## src/hdl/cln_pkg.sv

```systemverilog
// ----------------------------------------------------------------------------
// cln_pkg
// Shared types and constants of the character LCD number writer.
// ----------------------------------------------------------------------------
`default_nettype none

package cln_pkg;

    // field widths of the request and bus write items
    localparam int CMD_W    = 3;
    localparam int LINE_W   = 2;
    localparam int COL_W    = 6;
    localparam int VALUE_W  = 16;
    localparam int LEN_W    = 5;
    localparam int BYTE_W   = 8;

    // digit handling
    localparam int MAX_DIGITS = 16;
    localparam int POS_W      = (MAX_DIGITS > 1) ? $clog2(MAX_DIGITS) : 1;
    localparam int DIG_W      = 4 * MAX_DIGITS;
    localparam int DEC_DIGITS = 5;
    localparam int DEC_W      = 4 * DEC_DIGITS;
    localparam int CONV_CNT_W = $clog2(DEC_DIGITS + 1);

    // divide by ten through a reciprocal, exact for 16-bit values
    localparam logic [16:0] DEC_RECIP = 17'd52429;
    localparam int          DEC_SHIFT = 19;

    // decoupling queue
    localparam int QUEUE_DEPTH = 2;
    localparam int QPTR_W      = (QUEUE_DEPTH > 1) ? $clog2(QUEUE_DEPTH) : 1;
    localparam int QCNT_W      = $clog2(QUEUE_DEPTH + 1);

    // request modes
    localparam logic [CMD_W-1:0] CMD_CHAR = 3'd0;
    localparam logic [CMD_W-1:0] CMD_UDEC = 3'd1;
    localparam logic [CMD_W-1:0] CMD_SDEC = 3'd2;
    localparam logic [CMD_W-1:0] CMD_HEX  = 3'd3;
    localparam logic [CMD_W-1:0] CMD_BIN  = 3'd4;

    localparam logic [LINE_W-1:0] LINE_FIRST = 2'd1;

    // bus bytes
    localparam logic [BYTE_W-1:0] ADDR_CMD     = 8'h80;
    localparam logic [BYTE_W-1:0] LINE2_OFFSET = 8'h40;
    localparam logic [BYTE_W-1:0] ASCII_ZERO   = 8'h30;
    localparam logic [BYTE_W-1:0] ASCII_A      = 8'h41;
    localparam logic [BYTE_W-1:0] ASCII_PLUS   = 8'h2B;
    localparam logic [BYTE_W-1:0] ASCII_MINUS  = 8'h2D;

    // classified request handed from front to back
    typedef struct packed {
        logic [CMD_W-1:0]   cmd;
        logic [BYTE_W-1:0]  addr_byte;
        logic [VALUE_W-1:0] mag;
        logic               neg;
        logic [LEN_W-1:0]   len;
    } job_t;

    // ascii character of one digit
    function automatic logic [BYTE_W-1:0] digit_char(input logic [3:0] d);
        logic [BYTE_W-1:0] c;
        if (d < 4'd10)
            c = ASCII_ZERO + {4'b0000, d};
        else
            c = ASCII_A + {4'b0000, d} - 8'd10;
        return c;
    endfunction

endpackage

`default_nettype wire

```

## src/hdl/cln_req_if.sv

```systemverilog
// ----------------------------------------------------------------------------
// cln_req_if
// Request channel: cursor position, mode, value and digit count.
// ----------------------------------------------------------------------------
`default_nettype none

interface cln_req_if
    import cln_pkg::*;
();
    logic               valid;
    logic               ready;
    logic [CMD_W-1:0]   cmd;
    logic [LINE_W-1:0]  line;
    logic [COL_W-1:0]   column;
    logic [VALUE_W-1:0] value;
    logic [LEN_W-1:0]   length;

    modport source (output valid, cmd, line, column, value, length, input ready);
    modport sink   (input valid, cmd, line, column, value, length, output ready);
endinterface

`default_nettype wire

```

## src/hdl/cln_wr_if.sv

```systemverilog
// ----------------------------------------------------------------------------
// cln_wr_if
// LCD bus write channel: register select, data byte and end of run.
// ----------------------------------------------------------------------------
`default_nettype none

interface cln_wr_if
    import cln_pkg::*;
();
    logic              valid;
    logic              ready;
    logic              is_data;
    logic [BYTE_W-1:0] bus_byte;
    logic              last;

    modport source (output valid, is_data, bus_byte, last, input ready);
    modport sink   (input valid, is_data, bus_byte, last, output ready);
endinterface

`default_nettype wire

```

## src/hdl/cln_front.sv

```systemverilog
// ----------------------------------------------------------------------------
// cln_front
// Accepts requests, forms the address command, magnitude and sign, and
// saturates the digit count.
// ----------------------------------------------------------------------------
`default_nettype none

module cln_front
    import cln_pkg::*;
(
    cln_req_if.sink    req,
    input  wire logic  queue_full,
    output logic       push_valid,
    output job_t       push_job
);

    logic [BYTE_W-1:0] addr;

    assign req.ready  = !queue_full;
    assign push_valid = req.valid;

    // set-address command byte
    always_comb
    begin
        addr = BYTE_W'({2'b00, req.column} + 8'hFF);
        if (req.line != LINE_FIRST)
            addr = addr + LINE2_OFFSET;
    end

    // classify the request
    always_comb
    begin
        push_job.cmd       = req.cmd;
        push_job.addr_byte = ADDR_CMD | addr;
        push_job.neg       = 1'b0;
        push_job.mag       = req.value;
        if (req.cmd == CMD_SDEC && req.value[VALUE_W-1])
        begin
            push_job.neg = 1'b1;
            push_job.mag = VALUE_W'(~req.value + 16'd1);
        end
        if (req.length > LEN_W'(MAX_DIGITS))
            push_job.len = LEN_W'(MAX_DIGITS);
        else
            push_job.len = req.length;
    end

endmodule

`default_nettype wire

```

## src/hdl/cln_queue.sv

```systemverilog
// ----------------------------------------------------------------------------
// cln_queue
// Short queue of classified requests between front and back.
// ----------------------------------------------------------------------------
`default_nettype none

module cln_queue
    import cln_pkg::*;
(
    input  wire logic clk,
    input  wire logic rst_n,
    input  wire logic push_valid,
    input  wire job_t push_job,
    output logic      full,
    input  wire logic pop,
    output logic      head_valid,
    output job_t      head_job
);

    job_t              entry_reg [QUEUE_DEPTH];
    logic [QPTR_W-1:0] wr_ptr_reg, wr_ptr_next;
    logic [QPTR_W-1:0] rd_ptr_reg, rd_ptr_next;
    logic [QCNT_W-1:0] count_reg, count_next;
    logic              do_push, do_pop;

    assign full       = (count_reg == QCNT_W'(QUEUE_DEPTH));
    assign head_valid = (count_reg != '0);
    assign head_job   = entry_reg[rd_ptr_reg];
    assign do_push    = push_valid && !full;
    assign do_pop     = pop && head_valid;

    // pointer and fill count
    always_comb
    begin
        wr_ptr_next = wr_ptr_reg;
        rd_ptr_next = rd_ptr_reg;
        count_next  = count_reg;
        if (do_push)
            wr_ptr_next = (wr_ptr_reg == QPTR_W'(QUEUE_DEPTH - 1)) ? '0 : wr_ptr_reg + 1'b1;
        if (do_pop)
            rd_ptr_next = (rd_ptr_reg == QPTR_W'(QUEUE_DEPTH - 1)) ? '0 : rd_ptr_reg + 1'b1;
        if (do_push && !do_pop)
            count_next = count_reg + 1'b1;
        else if (do_pop && !do_push)
            count_next = count_reg - 1'b1;
    end

    always_ff @(posedge clk or negedge rst_n)
    begin
        if (!rst_n)
        begin
            wr_ptr_reg <= '0;
            rd_ptr_reg <= '0;
            count_reg  <= '0;
        end
        else
        begin
            wr_ptr_reg <= wr_ptr_next;
            rd_ptr_reg <= rd_ptr_next;
            count_reg  <= count_next;
        end
    end

    // entry storage
    always_ff @(posedge clk)
    begin
        if (do_push)
            entry_reg[wr_ptr_reg] <= push_job;
    end

endmodule

`default_nettype wire

```

## src/hdl/cln_back.sv

```systemverilog
// ----------------------------------------------------------------------------
// cln_back
// Write sequencer: converts the magnitude to digits and issues the address
// command, sign or character, and digits through an output register.
// ----------------------------------------------------------------------------
`default_nettype none

module cln_back
    import cln_pkg::*;
(
    input  wire logic clk,
    input  wire logic rst_n,
    input  wire logic head_valid,
    input  wire job_t head_job,
    output logic      pop,
    cln_wr_if.source  wr
);

    localparam logic [2:0] S_IDLE = 3'd0;
    localparam logic [2:0] S_CONV = 3'd1;
    localparam logic [2:0] S_ADDR = 3'd2;
    localparam logic [2:0] S_CHAR = 3'd3;
    localparam logic [2:0] S_SIGN = 3'd4;
    localparam logic [2:0] S_DIG  = 3'd5;

    logic [2:0]            state_reg, state_next;
    job_t                  job_reg, job_next;
    logic [VALUE_W-1:0]    x_reg, x_next;
    logic [DEC_W-1:0]      dec_reg, dec_next;
    logic [DIG_W-1:0]      dig_reg, dig_next;
    logic [CONV_CNT_W-1:0] cnt_reg, cnt_next;
    logic [POS_W-1:0]      pos_reg, pos_next;

    logic                  out_valid_reg, out_valid_next;
    logic                  is_data_reg, is_data_next;
    logic [BYTE_W-1:0]     byte_reg, byte_next;
    logic                  last_reg, last_next;

    logic                  slot_free;
    logic                  is_dec, is_num;
    logic [31:0]           prod;
    logic [VALUE_W-1:0]    quot;
    logic [3:0]            rem;
    logic [3:0]            nib;
    logic [DIG_W-1:0]      bin_word;

    assign wr.valid    = out_valid_reg;
    assign wr.is_data  = is_data_reg;
    assign wr.bus_byte = byte_reg;
    assign wr.last     = last_reg;

    assign slot_free = !out_valid_reg || wr.ready;
    assign is_dec    = (job_reg.cmd == CMD_UDEC) || (job_reg.cmd == CMD_SDEC);
    assign is_num    = is_dec || (job_reg.cmd == CMD_HEX) || (job_reg.cmd == CMD_BIN);
    assign pop       = (state_reg == S_IDLE) && head_valid;

    // one decimal digit per step: divide by ten via reciprocal
    assign prod = 32'(x_reg) * 32'(DEC_RECIP);
    assign quot = VALUE_W'(prod >> DEC_SHIFT);
    assign rem  = 4'(x_reg - VALUE_W'({quot, 3'b000}) - VALUE_W'({quot, 1'b0}));

    // binary digits, one bit to a nibble
    always_comb
    begin
        bin_word = '0;
        for (int k = 0; k < MAX_DIGITS; k++)
            bin_word[4*k] = head_job.mag[k];
    end

    // digit at the current position
    always_comb
    begin
        if (is_dec)
            nib = 4'(dec_reg >> {pos_reg, 2'b00});
        else
            nib = 4'(dig_reg >> {pos_reg, 2'b00});
    end

    // sequencer
    always_comb
    begin
        state_next     = state_reg;
        job_next       = job_reg;
        x_next         = x_reg;
        dec_next       = dec_reg;
        dig_next       = dig_reg;
        cnt_next       = cnt_reg;
        pos_next       = pos_reg;
        out_valid_next = out_valid_reg && !wr.ready;
        is_data_next   = is_data_reg;
        byte_next      = byte_reg;
        last_next      = last_reg;

        unique case (state_reg)
            S_IDLE:
            begin
                if (head_valid)
                begin
                    job_next = head_job;
                    x_next   = head_job.mag;
                    dec_next = '0;
                    cnt_next = '0;
                    if (head_job.cmd == CMD_HEX)
                        dig_next = DIG_W'(head_job.mag);
                    else
                        dig_next = bin_word;
                    if (head_job.cmd == CMD_UDEC || head_job.cmd == CMD_SDEC)
                        state_next = S_CONV;
                    else
                        state_next = S_ADDR;
                end
            end
            S_CONV:
            begin
                x_next   = quot;
                dec_next = {rem, dec_reg[DEC_W-1:4]};
                cnt_next = cnt_reg + 1'b1;
                if (cnt_reg == CONV_CNT_W'(DEC_DIGITS - 1))
                    state_next = S_ADDR;
            end
            S_ADDR:
            begin
                if (slot_free)
                begin
                    out_valid_next = 1'b1;
                    is_data_next   = 1'b0;
                    byte_next      = job_reg.addr_byte;
                    last_next      = 1'b1;
                    pos_next       = POS_W'(job_reg.len - 1'b1);
                    state_next     = S_IDLE;
                    if (job_reg.cmd == CMD_CHAR)
                    begin
                        last_next  = 1'b0;
                        state_next = S_CHAR;
                    end
                    else if (job_reg.cmd == CMD_SDEC)
                    begin
                        last_next  = 1'b0;
                        state_next = S_SIGN;
                    end
                    else if (is_num && job_reg.len != '0)
                    begin
                        last_next  = 1'b0;
                        state_next = S_DIG;
                    end
                end
            end
            S_CHAR:
            begin
                if (slot_free)
                begin
                    out_valid_next = 1'b1;
                    is_data_next   = 1'b1;
                    byte_next      = job_reg.mag[BYTE_W-1:0];
                    last_next      = 1'b1;
                    state_next     = S_IDLE;
                end
            end
            S_SIGN:
            begin
                if (slot_free)
                begin
                    out_valid_next = 1'b1;
                    is_data_next   = 1'b1;
                    byte_next      = job_reg.neg ? ASCII_MINUS : ASCII_PLUS;
                    last_next      = (job_reg.len == '0);
                    state_next     = (job_reg.len == '0) ? S_IDLE : S_DIG;
                end
            end
            S_DIG:
            begin
                if (slot_free)
                begin
                    out_valid_next = 1'b1;
                    is_data_next   = 1'b1;
                    byte_next      = digit_char(nib);
                    last_next      = (pos_reg == '0);
                    pos_next       = pos_reg - 1'b1;
                    if (pos_reg == '0)
                        state_next = S_IDLE;
                end
            end
            default:
            begin
                state_next = S_IDLE;
            end
        endcase
    end

    // control state
    always_ff @(posedge clk or negedge rst_n)
    begin
        if (!rst_n)
        begin
            state_reg     <= S_IDLE;
            out_valid_reg <= 1'b0;
        end
        else
        begin
            state_reg     <= state_next;
            out_valid_reg <= out_valid_next;
        end
    end

    // working and output payload
    always_ff @(posedge clk)
    begin
        job_reg     <= job_next;
        x_reg       <= x_next;
        dec_reg     <= dec_next;
        dig_reg     <= dig_next;
        cnt_reg     <= cnt_next;
        pos_reg     <= pos_next;
        is_data_reg <= is_data_next;
        byte_reg    <= byte_next;
        last_reg    <= last_next;
    end

endmodule

`default_nettype wire

```

## src/hdl/char_lcd_number_writer_core.sv

```systemverilog
// Flow: a transferred request is queued and taken by the idle sequencer; the decimal
//   modes then run five divide-by-ten steps before the address command is issued.
// Throughput: one bus write per cycle within a run while the sink is ready; a request
//   holds the sequencer from idle until the last write of its run is issued.
// A two-entry queue lets requests be taken while a run is still being written.
// Reset: rst_n clears the queue, the sequencer and the output valid at once.
// ----------------------------------------------------------------------------
// char_lcd_number_writer_core
// Turns cursor-and-number requests into character LCD bus writes.
// ----------------------------------------------------------------------------
`default_nettype none

module char_lcd_number_writer_core
    import cln_pkg::*;
(
    input  wire logic clk,
    input  wire logic rst_n,
    cln_req_if.sink   req,
    cln_wr_if.source  wr
);

    logic push_valid;
    job_t push_job;
    logic queue_full;
    logic pop;
    logic head_valid;
    job_t head_job;

    // request classification
    cln_front u_front (
        .req        (req),
        .queue_full (queue_full),
        .push_valid (push_valid),
        .push_job   (push_job)
    );

    // decoupling queue
    cln_queue u_queue (
        .clk        (clk),
        .rst_n      (rst_n),
        .push_valid (push_valid),
        .push_job   (push_job),
        .full       (queue_full),
        .pop        (pop),
        .head_valid (head_valid),
        .head_job   (head_job)
    );

    // write sequencer
    cln_back u_back (
        .clk        (clk),
        .rst_n      (rst_n),
        .head_valid (head_valid),
        .head_job   (head_job),
        .pop        (pop),
        .wr         (wr)
    );

endmodule

`default_nettype wire

```

## src/flat_wrapper.sv

```systemverilog
// flat-port wrapper written by rule: the top's interface ports become plain ports
module char_lcd_number_writer_core_flat import cln_pkg::*;
  (clk, rst_n, req_valid, req_cmd, req_line, req_column, req_value, req_length, req_ready, wr_valid, wr_is_data, wr_bus_byte, wr_last, wr_ready);
  cln_req_if req_i ();
  cln_wr_if wr_i ();
  input  wire logic clk;
  input  wire logic rst_n;
  input wire logic [$bits(req_i.valid)-1:0] req_valid;
  input wire logic [$bits(req_i.cmd)-1:0] req_cmd;
  input wire logic [$bits(req_i.line)-1:0] req_line;
  input wire logic [$bits(req_i.column)-1:0] req_column;
  input wire logic [$bits(req_i.value)-1:0] req_value;
  input wire logic [$bits(req_i.length)-1:0] req_length;
  output wire logic [$bits(req_i.ready)-1:0] req_ready;
  output wire logic [$bits(wr_i.valid)-1:0] wr_valid;
  output wire logic [$bits(wr_i.is_data)-1:0] wr_is_data;
  output wire logic [$bits(wr_i.bus_byte)-1:0] wr_bus_byte;
  output wire logic [$bits(wr_i.last)-1:0] wr_last;
  input wire logic [$bits(wr_i.ready)-1:0] wr_ready;
  assign req_i.valid = req_valid;
  assign req_i.cmd = req_cmd;
  assign req_i.line = req_line;
  assign req_i.column = req_column;
  assign req_i.value = req_value;
  assign req_i.length = req_length;
  assign req_ready = req_i.ready;
  assign wr_valid = wr_i.valid;
  assign wr_is_data = wr_i.is_data;
  assign wr_bus_byte = wr_i.bus_byte;
  assign wr_last = wr_i.last;
  assign wr_i.ready = wr_ready;
  char_lcd_number_writer_core u_core (.clk(clk), .rst_n(rst_n), .req(req_i), .wr(wr_i));
endmodule
```

## config.mk

```make
export PLATFORM = sky130hd
export DESIGN_NAME = char_lcd_number_writer_core_flat
export DESIGN_NICKNAME = d
export VERILOG_FILES = /design/src/hdl/cln_pkg.sv /design/src/hdl/cln_req_if.sv /design/src/hdl/cln_wr_if.sv /design/src/hdl/cln_front.sv /design/src/hdl/cln_queue.sv /design/src/hdl/cln_back.sv /design/src/hdl/char_lcd_number_writer_core.sv /design/src/flat_wrapper.sv
export SDC_FILE = /design/constraint.sdc
export NUM_CORES = 1
export LEC_CHECK = 0
export BUFFER_PORTS_ARGS = -buffer_cell sky130_fd_sc_hd__buf_2
export CAP_MARGIN = 30
export CORE_MARGIN = 1.5
export CORE_UTILIZATION = 55
export DETAILED_ROUTE_END_ITERATION = 8
export PLACE_DENSITY = 0.72
export SYNTH_ARGS = -nofsm -noshare
export SYNTH_HDL_FRONTEND = slang
export SYNTH_SLANG_ARGS = --single-unit
```

## constraint.sdc

```tcl
create_clock -name clk -period 7.2 [get_ports clk]
set_clock_uncertainty 0.1 [all_clocks]
set_input_delay 0 -clock clk [delete_from_list [all_inputs] [get_ports clk]]
set_output_delay 0 -clock clk [all_outputs]
set_load 0.03 [all_outputs]
```

==> results.md, run 1 <==
- The run finished with clean final reports.
- The cts-stage hold buffer count is 40.
- The core box area is 22780 um^2.
- The final critical path time including I/O delays and setup is 6.569 ns.
- The via total after detailed routing is 8605.
- The data arrival time of the worst path is 6.75 ns.
- The Yosys step of the flow raised 0 warnings.
- In the synthesized netlist the dominant register cell turns out to be edfxtp_1.
- The met1 demand-to-capacity share in global routing is 37.68%.
- Entering global routing, the biggest net connects 43 pins.
- The share of synthesized area occupied by flip-flops and latches is 40.93%.
- The share of synthesized area in the top cell type comes to 39.36%.
- The final global-route overflow total is 0.
- At the worst endpoint, the required time is 7.39 ns.
- The path category of the worst min-delay check is primary input to register.
- The number of antenna violations at the first check in global routing is 0.
- The flop and latch count out of synthesis is 176.
- For flop-to-flop paths, the worst setup slack is 0.63 ns.
- The gate count after technology mapping is 1125.
- The final net count is 1472.
- The highest achievable clock rate is 0.1522 GHz.
- The tool flagged a number of max-cap violations equal to 0.
- The number of diodes added for antenna fixing is 0.
- The clock tree buffer depth is 2.
- The count of distinct cell types in the synthesized netlist is 72.
- The final-report hold violation count is 0.
- In this run the core area contains 55 standard-cell rows.
- The dominant cell type by area after synthesis is edfxtp_1.
- Setup repair after global routing left no endpoint under its margin.
- The maximum fanout along the worst path is 6.
- The commonest cells after synthesis are 181 x inv_1, 168 x edfxtp_1, 143 x ha_1, 80 x fa_1, 80 x nor2_1.
- By startpoint and endpoint, the worst setup path is classified as register to register.
- Measured on the finished design, the core utilization comes to 63.13%.
- The detail route stage leaves a number of antenna-violating nets equal to 0.
- The startpoint identified for the worst register-to-register timing path is u_core.u_back.x_reg[2].
- The fraction of synthesis flops using an asynchronous set or reset pin is 4.545%.
- In the finished design, the share of the clock period the worst path needs comes to 91.24%.
- The total wirelength of the detailed-routed design is 29140 um.
- The floorplan step defined a die boundary enclosing 24230 um^2.
- The TritonCTS clock tree is done.
- By area the synthesized netlist is led by edfxtp_1 39%, ha_1 14%, fa_1 12%, inv_1 5.3%, mux2i_1 2.3%.
- From left edge to right edge, the die measures 155.7 um.
- The number of I/O pins is 48.
- The clock tree synthesis step divided the H-tree into 4 levels.
- The max-slew violation total from the final report is 0.
- The CTS clock-pin slew for the worst setup and hold paths is 0.07 ns.
- STA classifies the critical path endpoint as a register.
- The clock root buffer master is clkbuf_16.
- The clock net in this run drives a total of 176 sinks.
- The worst setup path is launched from a register.
- In the routed layout, each cell is associated on average with a via count of 5.591.
- After synthesis the cells add up to 12820 um^2.
- The final-layout setup total negative slack is 0 ns.
- The path with the worst hold slack has its endpoint at u_core.u_queue.entry_reg[1][31].
- For this run, global-route usage on met3 was measured as 5.167%.
- The DRC violations left is 0.
- The total of endpoints with negative setup slack in the final report is 0.
- The worst-margin pin slew is 0.9381 ns.
- The layer with the highest usage after global routing is met2.
- The CTS buffer count is 17.
- The overall track demand over capacity in global routing is 26.19%.
- In this run, synthesis inferred 168 flip-flops with an integrated enable.
- The first global-routing pass estimated 47670 um of wire.
- The final weighted congestion in routability-driven placement is 0.9300.
- The via count of the first global-routing pass is 8875.
- For this configuration, the core starts out at a cell density of 56.26%.
- The met2 usage is 40.80%.
- The average instance area after synthesis is 11.39 um^2.
- The die is 155.7 um tall.
- The worst hold path begins at req_cmd[2].
- The number of DRC violations after detailed-routing iteration 0 is 681.
- Yosys instantiated no cell more often than inv_1.
- The insertion delay of the later-clocked pin in the worst-skew pair is 0.43 ns.
- The synthesized netlist net count is 1384.
- Port buffering added 47 buffers.
- Counting cells, the worst reg-to-reg path comes to 20.
- The first detailed-routing pass took 6 iterations.
- The detailed-route wire length per cell is 18.93 um.
- The post-synthesis to final-layout area growth is 12.19%.
- The endpoint of the most critical register-to-register path is u_core.u_back.dec_reg[19].
- Along the worst hold path, the cell count comes to 2.
- After clock tree synthesis, the setup repair step added 0 buffers.
- The register with the most flip-flops in the layout has 64 of them.
- In this run the tightest slew margin relative to its limit is 37.46%.
- Hold is met by 0.1996 ns.
- Of the cells placed in the final design, the portion with a size suffix greater than 1 is 10.60%.
- Detailed placement finished with a half-perimeter wire length of 22450 um.
- The post-cts gate resize count is 0.
-- worst max-delay path, cell delays in order (launching register included) --
cell and delay (ns):
edfxtp_1 0.49, ha_1 0.40, inv_1 0.08, fa_1 0.54, inv_1 0.06, fa_1 0.53
fa_1 0.52, fa_1 0.54, inv_1 0.05, fa_1 0.53, inv_1 0.04, ha_1 0.34
a21oi_1 0.31, nor2_1 0.12, nor4b_2 0.42, a21oi_1 0.18, xor2_1 0.18, ha_1 0.32
a211o_1 0.27, xnor2_1 0.18, mux2i_1 0.20
-- cells in the final DEF (no fill, tap or decap), drive strengths merged, types with 4 or more instances in the layout --
master and instances:
a211oi 7, a21o 7, a21oi 59, a22oi 4
a31oi 10, and2 21, and3 7, and4 4
buf 55, clkbuf 19, clkinv 9, dfrtp 8
dlygate4sd3 40, edfxtp 168, fa 80, ha 143
inv 187, mux2 21, mux2i 30, mux4 5
nand2 53, nand2b 11, nand3 21, nand4 9
nor2 81, nor2b 11, nor3 12, nor3b 4
nor4 4, o21a 6, o21ai 32, o22ai 6
or2 4, xnor2 22, xor2 25
-- metrics by stage --
step                cells  worst slack (ns)  area [um^2]
floorplan            1125             1.074        12820
global placement     1466            0.7618        13400
detailed placement   1467            0.6565        13420
CTS                  1539            0.6345        14380
global route         1539            0.2105        14380
finish               1539            0.6310        14380
-- kinds of logic after synthesis --
group	after synthesis	share of synthesized area (%)
muxes	56	5.125
adders and majority gates	223	26.46
DFF	176	40.93
buffers and inverters	212	6.268
xor gates and xnor gates	47	3.388
AOI/OAI and AO/OA	159	7.966
and+or+nand+nor	252	9.870
-- layer usage --
metal,vias to the layer above,routed length [um]
met5,-,0
met4,0,550
li1,4076,-
met1,4203,13440
met2,284,13180
met3,42,1976
-- layout make-up --
class,instances,area [um^2]
clock buffers,19,432.9
clock inverters,13,127.6
fillers,1771,8399
inverters,186,698.2
multi-input cells,737,6775
flip-flops and latches,176,5245
well taps,313,391.6
repair buffers,95,708.2
-- worst max path at each step --
stage / start / to / slack [ns]
after floorplan: u_core.u_back.x_reg[3] / u_core.u_back.dec_reg[19] / 1.07
after global placement: u_core.u_back.x_reg[2] / u_core.u_back.dec_reg[19] / 0.76
after detailed placement: u_core.u_back.x_reg[2] / u_core.u_back.dec_reg[19] / 0.66
after CTS: u_core.u_back.x_reg[2] / u_core.u_back.dec_reg[19] / 0.63
after global routing: u_core.u_back.x_reg[2] / u_core.u_back.dec_reg[19] / 0.21
final: u_core.u_back.x_reg[2] / u_core.u_back.dec_reg[19] / 0.63
Power of run 1 is not shown: default switching activity piles up to over one toggle a cycle in this logic, so the estimate is an artifact.
==> run 2: changes to the inputs <==
- clock period: 7.2 -> 6.6 ns (I/O delays scaled with it)
==> results.md, run 2 (synthesized netlist as in run 1, its figures left out) <==
- The number of antenna violations at the first check in global routing is 2.
- The HPWL after detailed placement is 22170 um.
- The fraction of layout instances using a drive strength above 1 is 11.80%.
- The setup slack after placement is 0.1865 ns.
- The critical path is of the register to register type.
- Compared with the post-synthesis result, the final layout area differs by 13.52%.
- The number of DRC violations after detailed-routing iteration 0 is 744.
- The CTS clock-pin slew for the worst setup and hold paths is 0.08 ns.
- The H-tree depth reported by CTS is 4.
- Counting the buffers created by CTS gives 17.
- Dividing the final minimum period by the clock period gives 94.63%.
- The worst-margin pin slew is 0.9385 ns.
- Once the floorplan was initialized, standard cells occupied 56.26% of the core.
- Hold is met by 0.2010 ns.
- STA classifies the critical path endpoint as a register.
- After detailed routing, the wire length on met1 is 13660 um.
- Static timing analysis puts the maximum clock frequency at 0.1601 GHz.
- The number of rows in the core area is 55.
- The worst hold path passes through 2 cells.
- In this run the remaining antenna-violating nets after routing total 0.
- The flip-flop count of the largest register, all copies and words added is 64.
- The final-layout setup total negative slack is 0 ns.
- The worst setup path is launched from a register.
- The clock passes through at most 2 buffers.
- The DRC violations left is 0.
- In the final routed layout, each cell accounts on average for 19.28 um.
- Measured along the y axis, the die boundary spans 155.7 um.
- The core box area is 22780 um^2.
- The final net count is 1483.
- 0 antenna diodes ended up in the layout.
- The number of I/O pins is 48.
- The final weighted congestion in routability-driven placement is 0.9370.
- The clock net in this run drives a total of 176 sinks.
- Once placement completed, the tool counted placed cells totaling 1470.
- Entering global routing, the biggest net connects 43 pins.
- The via density per instance is 5.610.
- The tree is rooted in a clkbuf_16.
- The total of endpoints with negative setup slack in the final report is 0.
- The max-slew violation total from the final report came to 0.
- The number of cells on the worst reg-to-reg path is 19.
- The full die area is 24230 um^2.
- The maximum fanout along the worst path is 6.
- Global routing used 26.29% of the available tracks across all layers.
- The later pin in the worst-skew pair is clocked with a latency of 0.44 ns.
- The global-route wire length before repair is 48040 um.
- The total met2 wirelength after detailed routing is 13700 um.
- The library cell used most frequently in the layout, excluding fill and tap cells, is inv_1.
- Routed signal wires occupy layers up through met5.
- The worst-case setup margin in the final layout is 0.3546 ns.
- Setup repair after global routing left no endpoint under its margin.
- The final critical path time including I/O delays and setup is 6.245 ns.
- Buffers placed on the I/O ports in this run total 47.
- The via count of the first global-routing pass is 8951.
- The floorplan step set the die width to 155.7 um.
- The pre-antenna-repair detailed-routing pass consisted of 5 iterations.
- The final global-route overflow total is 0.
- In the layout the commonest cells are 180 x inv_1, 168 x edfxtp_1, 143 x ha_1, 80 x fa_1, 79 x nor2_1.
- The fill cell instance count of the final layout is 1785.
- The total met3 wirelength after detailed routing is 1773 um.
- The data arrival time of the worst path is 6.43 ns.
- Across the run, the number of max-cap violations was 0.
- The flow ran to the end, and the final reports show no timing, DRC or antenna violations.
- Summing over every cut layer, the via total after detailed routing is 8696.
- TritonCTS built the clock tree.
- The worst hold path belongs to the class primary input to register.
- For the worst setup path, the data required time is 6.78 ns.
- The final-report hold violation count is 0.
- The final layout contains routed wiring with a total length of 29890 um.
- The finished layout holds 1550 standard cells, fillers aside.
- The worst max-slew margin expressed relative to the limit is 37.43%.
run 2: timing repair:
item	CTS	global route
setup buffers	0	9
hold endpoints to repair	75	0
endpoints found under the setup margin	0	1
gates resized for setup	0	3
hold buffers	39	0
run 2: through the flow:
step / cell area (um^2) / util, %
after global placement: 13420 / 58.92
after global routing: 14550 / 63.87
after floorplan: 12820 / -
final: 14550 / 63.87
after detailed placement: 13440 / 59.01
after CTS: 14470 / 63.50
run 2: worst paths after layout:
check / start / to / slack (ns)
worst max-delay path: u_core.u_back.x_reg[4] / u_core.u_back.dec_reg[19] / 0.35
worst min-delay path: req_cmd[2] / u_core.u_queue.entry_reg[1][31] / 0.20
worst max register to register: u_core.u_back.x_reg[4] / u_core.u_back.dec_reg[19] / 0.35
worst min register to register: u_core.u_queue.count_reg[1] / u_core.u_queue.count_reg[1] / 0.40
max in group asynchronous: rst_n / u_core.u_back.state_reg[0] / 5.71
min in group asynchronous: rst_n / u_core.u_back.wr.valid / 0.43
run 2: area by class of cell:
| type | count | area (um^2) | share of cell area (%) |
|---|---|---|---|
| repair buffers | 106 | 788.3 | 5.418 |
| well taps | 313 | 391.6 | 2.692 |
| clock inverters | 15 | 209.0 | 1.436 |
| multi-input cells | 737 | 6792 | 46.68 |
| flip-flops and latches | 176 | 5245 | 36.05 |
| inverters | 186 | 698.2 | 4.799 |
| clock buffers | 17 | 425.4 | 2.924 |
run 2: worst max-delay path, cell delays in order, from the launching register on:
cell and delay, ns:
edfxtp_1 0.51, ha_1 0.41, fa_1 0.56, inv_1 0.07, fa_1 0.51, fa_1 0.54, inv_1 0.05, fa_1 0.52
inv_1 0.05, fa_1 0.52, inv_1 0.04, ha_1 0.35, a21oi_2 0.24, nor4b_4 0.33, a21oi_2 0.13, xor2_1 0.19
ha_1 0.31, a211o_1 0.27, xnor2_1 0.18, mux2i_1 0.20
run 2: per-layer routing:
metal	GRT usage, %	vias to the layer above
met5	0	-
met4	8.027	4
met3	5.194	53
met2	41.54	272
met1	36.90	4265
li1	-	4102
Power of run 2 is left out for the same reason.
==> run 3: changes to the inputs <==
- GPL_TIMING_DRIVEN: default -> 0
==> results.md, run 3 (synthesized netlist as in run 1, its figures left out) <==
- The initial core utilization is 56.26%.
- Data on the critical path arrives at its endpoint at 6.51 ns.
- Relative to the synthesized area, the layout overhead comes to 14.42%.
- The number of detailed-route iterations in the first pass is 6.
- On the final layout, the worst hold slack is 0.2050 ns.
- The combined buffer and inverter count along the critical path is 4.
- In the final routed layout, each cell accounts on average for 18.27 um.
- The clock root buffer master is clkbuf_16.
- Global routing consumed, over all layers together, 25.58% of the routing resources.
- The later pin in the worst-skew pair is clocked with a latency of 0.44 ns.
- Walking the worst path, the cells encountered are ha_2 -> fa_1 -> inv_1 -> fa_1 -> fa_1 -> inv_1 -> fa_1 -> inv_1 -> fa_1 -> inv_1 -> ha_1 -> nand2_1 -> nor2_2 -> nor4b_4 -> a21oi_2 -> xor2_2 -> ha_1 -> a211o_1 -> xnor2_1 -> mux2i_1.
- CTS saw 176 sinks.
- After floorplanning, the core was sized to cover 22780 um^2.
- The flip-flop count of the largest register, all copies and words added is 64.
- In this run the worst hold path is classified as primary input to register.
- At the pin with the least slew margin, the transition time is 0.9416 ns.
- The maximum fanout along the worst path is 5.
- The number of diodes added for antenna fixing is 0.
- The cell count after placement is 1487.
- The required time at the worst-slack endpoint is 6.78 ns.
- The max-slew violation total from the final report is 0.
- The critical path class is register to register.
- Entering global routing, the biggest net connects 43 pins.
- The quantity of I/O buffers inserted on ports is 47.
- The residual antenna-violating net count after detailed routing is 0.
- Setup repair after global routing left no endpoint under its margin.
- The number of antenna violations at the first check in global routing is 0.
- After clock tree synthesis, the clock-pin slew on the worst setup and hold paths is 0.07 ns.
- The worst stage delay on the critical path is 0.55 ns.
- The net count of the finished layout is 1506.
- The clock period could shrink to 6.325 ns.
- TritonCTS built the clock tree.
- The tool flagged a number of max-cap violations equal to 0.
- The HPWL after detailed placement is 21760 um.
- Leaving out fill and tap cells, the most frequent cell in the layout is inv_1.
- The final critical path takes up 95.84% of the cycle.
- The CTS buffer count is 17.
- Headroom to the max-slew limit came out at 36.75%.
- The flow ran to the end, and the final reports show no timing, DRC or antenna violations.
- The kind of start point of the critical path is a register.
- The floorplan step set the die height to 155.7 um.
- For this run, design rule violations remaining after detail routing come to 0.
- Measured on the finished design, the core utilization comes to 64.38%.
- The via count of the first global-routing pass was 8960.
- The worst setup path is captured at a register.
- The number of rows in the core area is 55.
- The H-tree depth reported by CTS is 4.
- Setup violations remaining at the end of the flow were counted as 0.
- The via density per instance is 5.566.
- The number of DRC violations after detailed-routing iteration 0 is 717.
- Across all layers, the routed design uses 8755 vias.
- Wires add up to 28740 um.
- For this design the top-level I/O count stands at 48.
- At the end of routability-driven placement, the weighted congestion stood at 0.9078.
- In this design, the largest share of critical-path delay is due to adder cells.
- The final-report hold violation count is 0.
- Static timing analysis puts the maximum clock frequency at 0.1581 GHz.
- On the critical path, the stage with the largest delay is an instance of fa_1.
- The die width is 155.7 um.
- The most common cell type on the critical path is fa_1.
- The fraction of layout instances using a drive strength above 1 is 12.06%.
- The finished layout holds 1573 standard cells, fillers aside.
- The clock tree buffer depth is 2.
- In the layout the commonest cells are 180 x inv_1, 168 x edfxtp_1, 139 x ha_1, 80 x fa_1, 78 x nor2_1.
- The floorplan step defined a die boundary enclosing 24230 um^2.
- The final global-route overflow total is 0.
- The first global-routing pass estimated 46920 um of wire.
[run 3: per-stage QoR]
stage | cell area, um^2 | TNS [ns] | worst slack (ns)
after floorplan | 12820 | 0 | 0.4740
after global placement | 13440 | -0.1872 | -0.1872
after detailed placement | 13490 | -0.2680 | -0.2680
after CTS | 14550 | 0 | 0.01235
after global routing | 14660 | 0 | 0.01362
final | 14660 | 0 | 0.2746
[run 3: area by class of cell]
cell class	count	area (um^2)
Fill cell	1754	8114
Multi-Input combinational cell	737	6844
Sequential cell	176	5245
Timing Repair Buffer	103	783.3
Inverter	186	698.2
Clock buffer	17	425.4
Tap cell	313	391.6
Clock inverter	15	171.4
Buffer	26	105.1
[run 3: what timing repair did]
action / 4_1_cts / 5_1_grt
endpoints found under the setup margin: 1 / 4
endpoints found under the hold margin: 74 / 0
pin swaps: 1 / 1
resized for setup: 4 / 8
gates cloned: 0 / 0
setup buffers: 2 / 11
hold buffers: 41 / 0
[run 3: layer usage]
metal	track usage, %	vias up	share of wire (%)	wire length (um)
met3	5.250	46	6.9	1974
met4	7.574	0	1.8	530
met1	35.02	4262	44	12630
li1	-	4148	-	-
met5	0	-	0	0
met2	41.41	299	47	13600
[run 3: path summary, 6_finish.rpt]
| path | start | to | slack (ns) | depth (start not counted) |
|---|---|---|---|---|
| worst max register to register | u_core.u_back.x_reg[4] | u_core.u_back.dec_reg[19] | 0.27 | 20 |
| max in group asynchronous | rst_n | u_core.u_queue.rd_ptr_reg | 5.67 | 3 |
| worst min register to register | u_core.u_queue.count_reg[1] | u_core.u_queue.count_reg[1] | 0.40 | 1 |
| worst max-delay path | u_core.u_back.x_reg[4] | u_core.u_back.dec_reg[19] | 0.27 | 20 |
| worst min-delay path | req_cmd[1] | u_core.u_queue.entry_reg[0][30] | 0.20 | 2 |
| min in group asynchronous | rst_n | u_core.u_queue.count_reg[0] | 0.45 | 3 |
Power of run 3 is left out for the same reason.
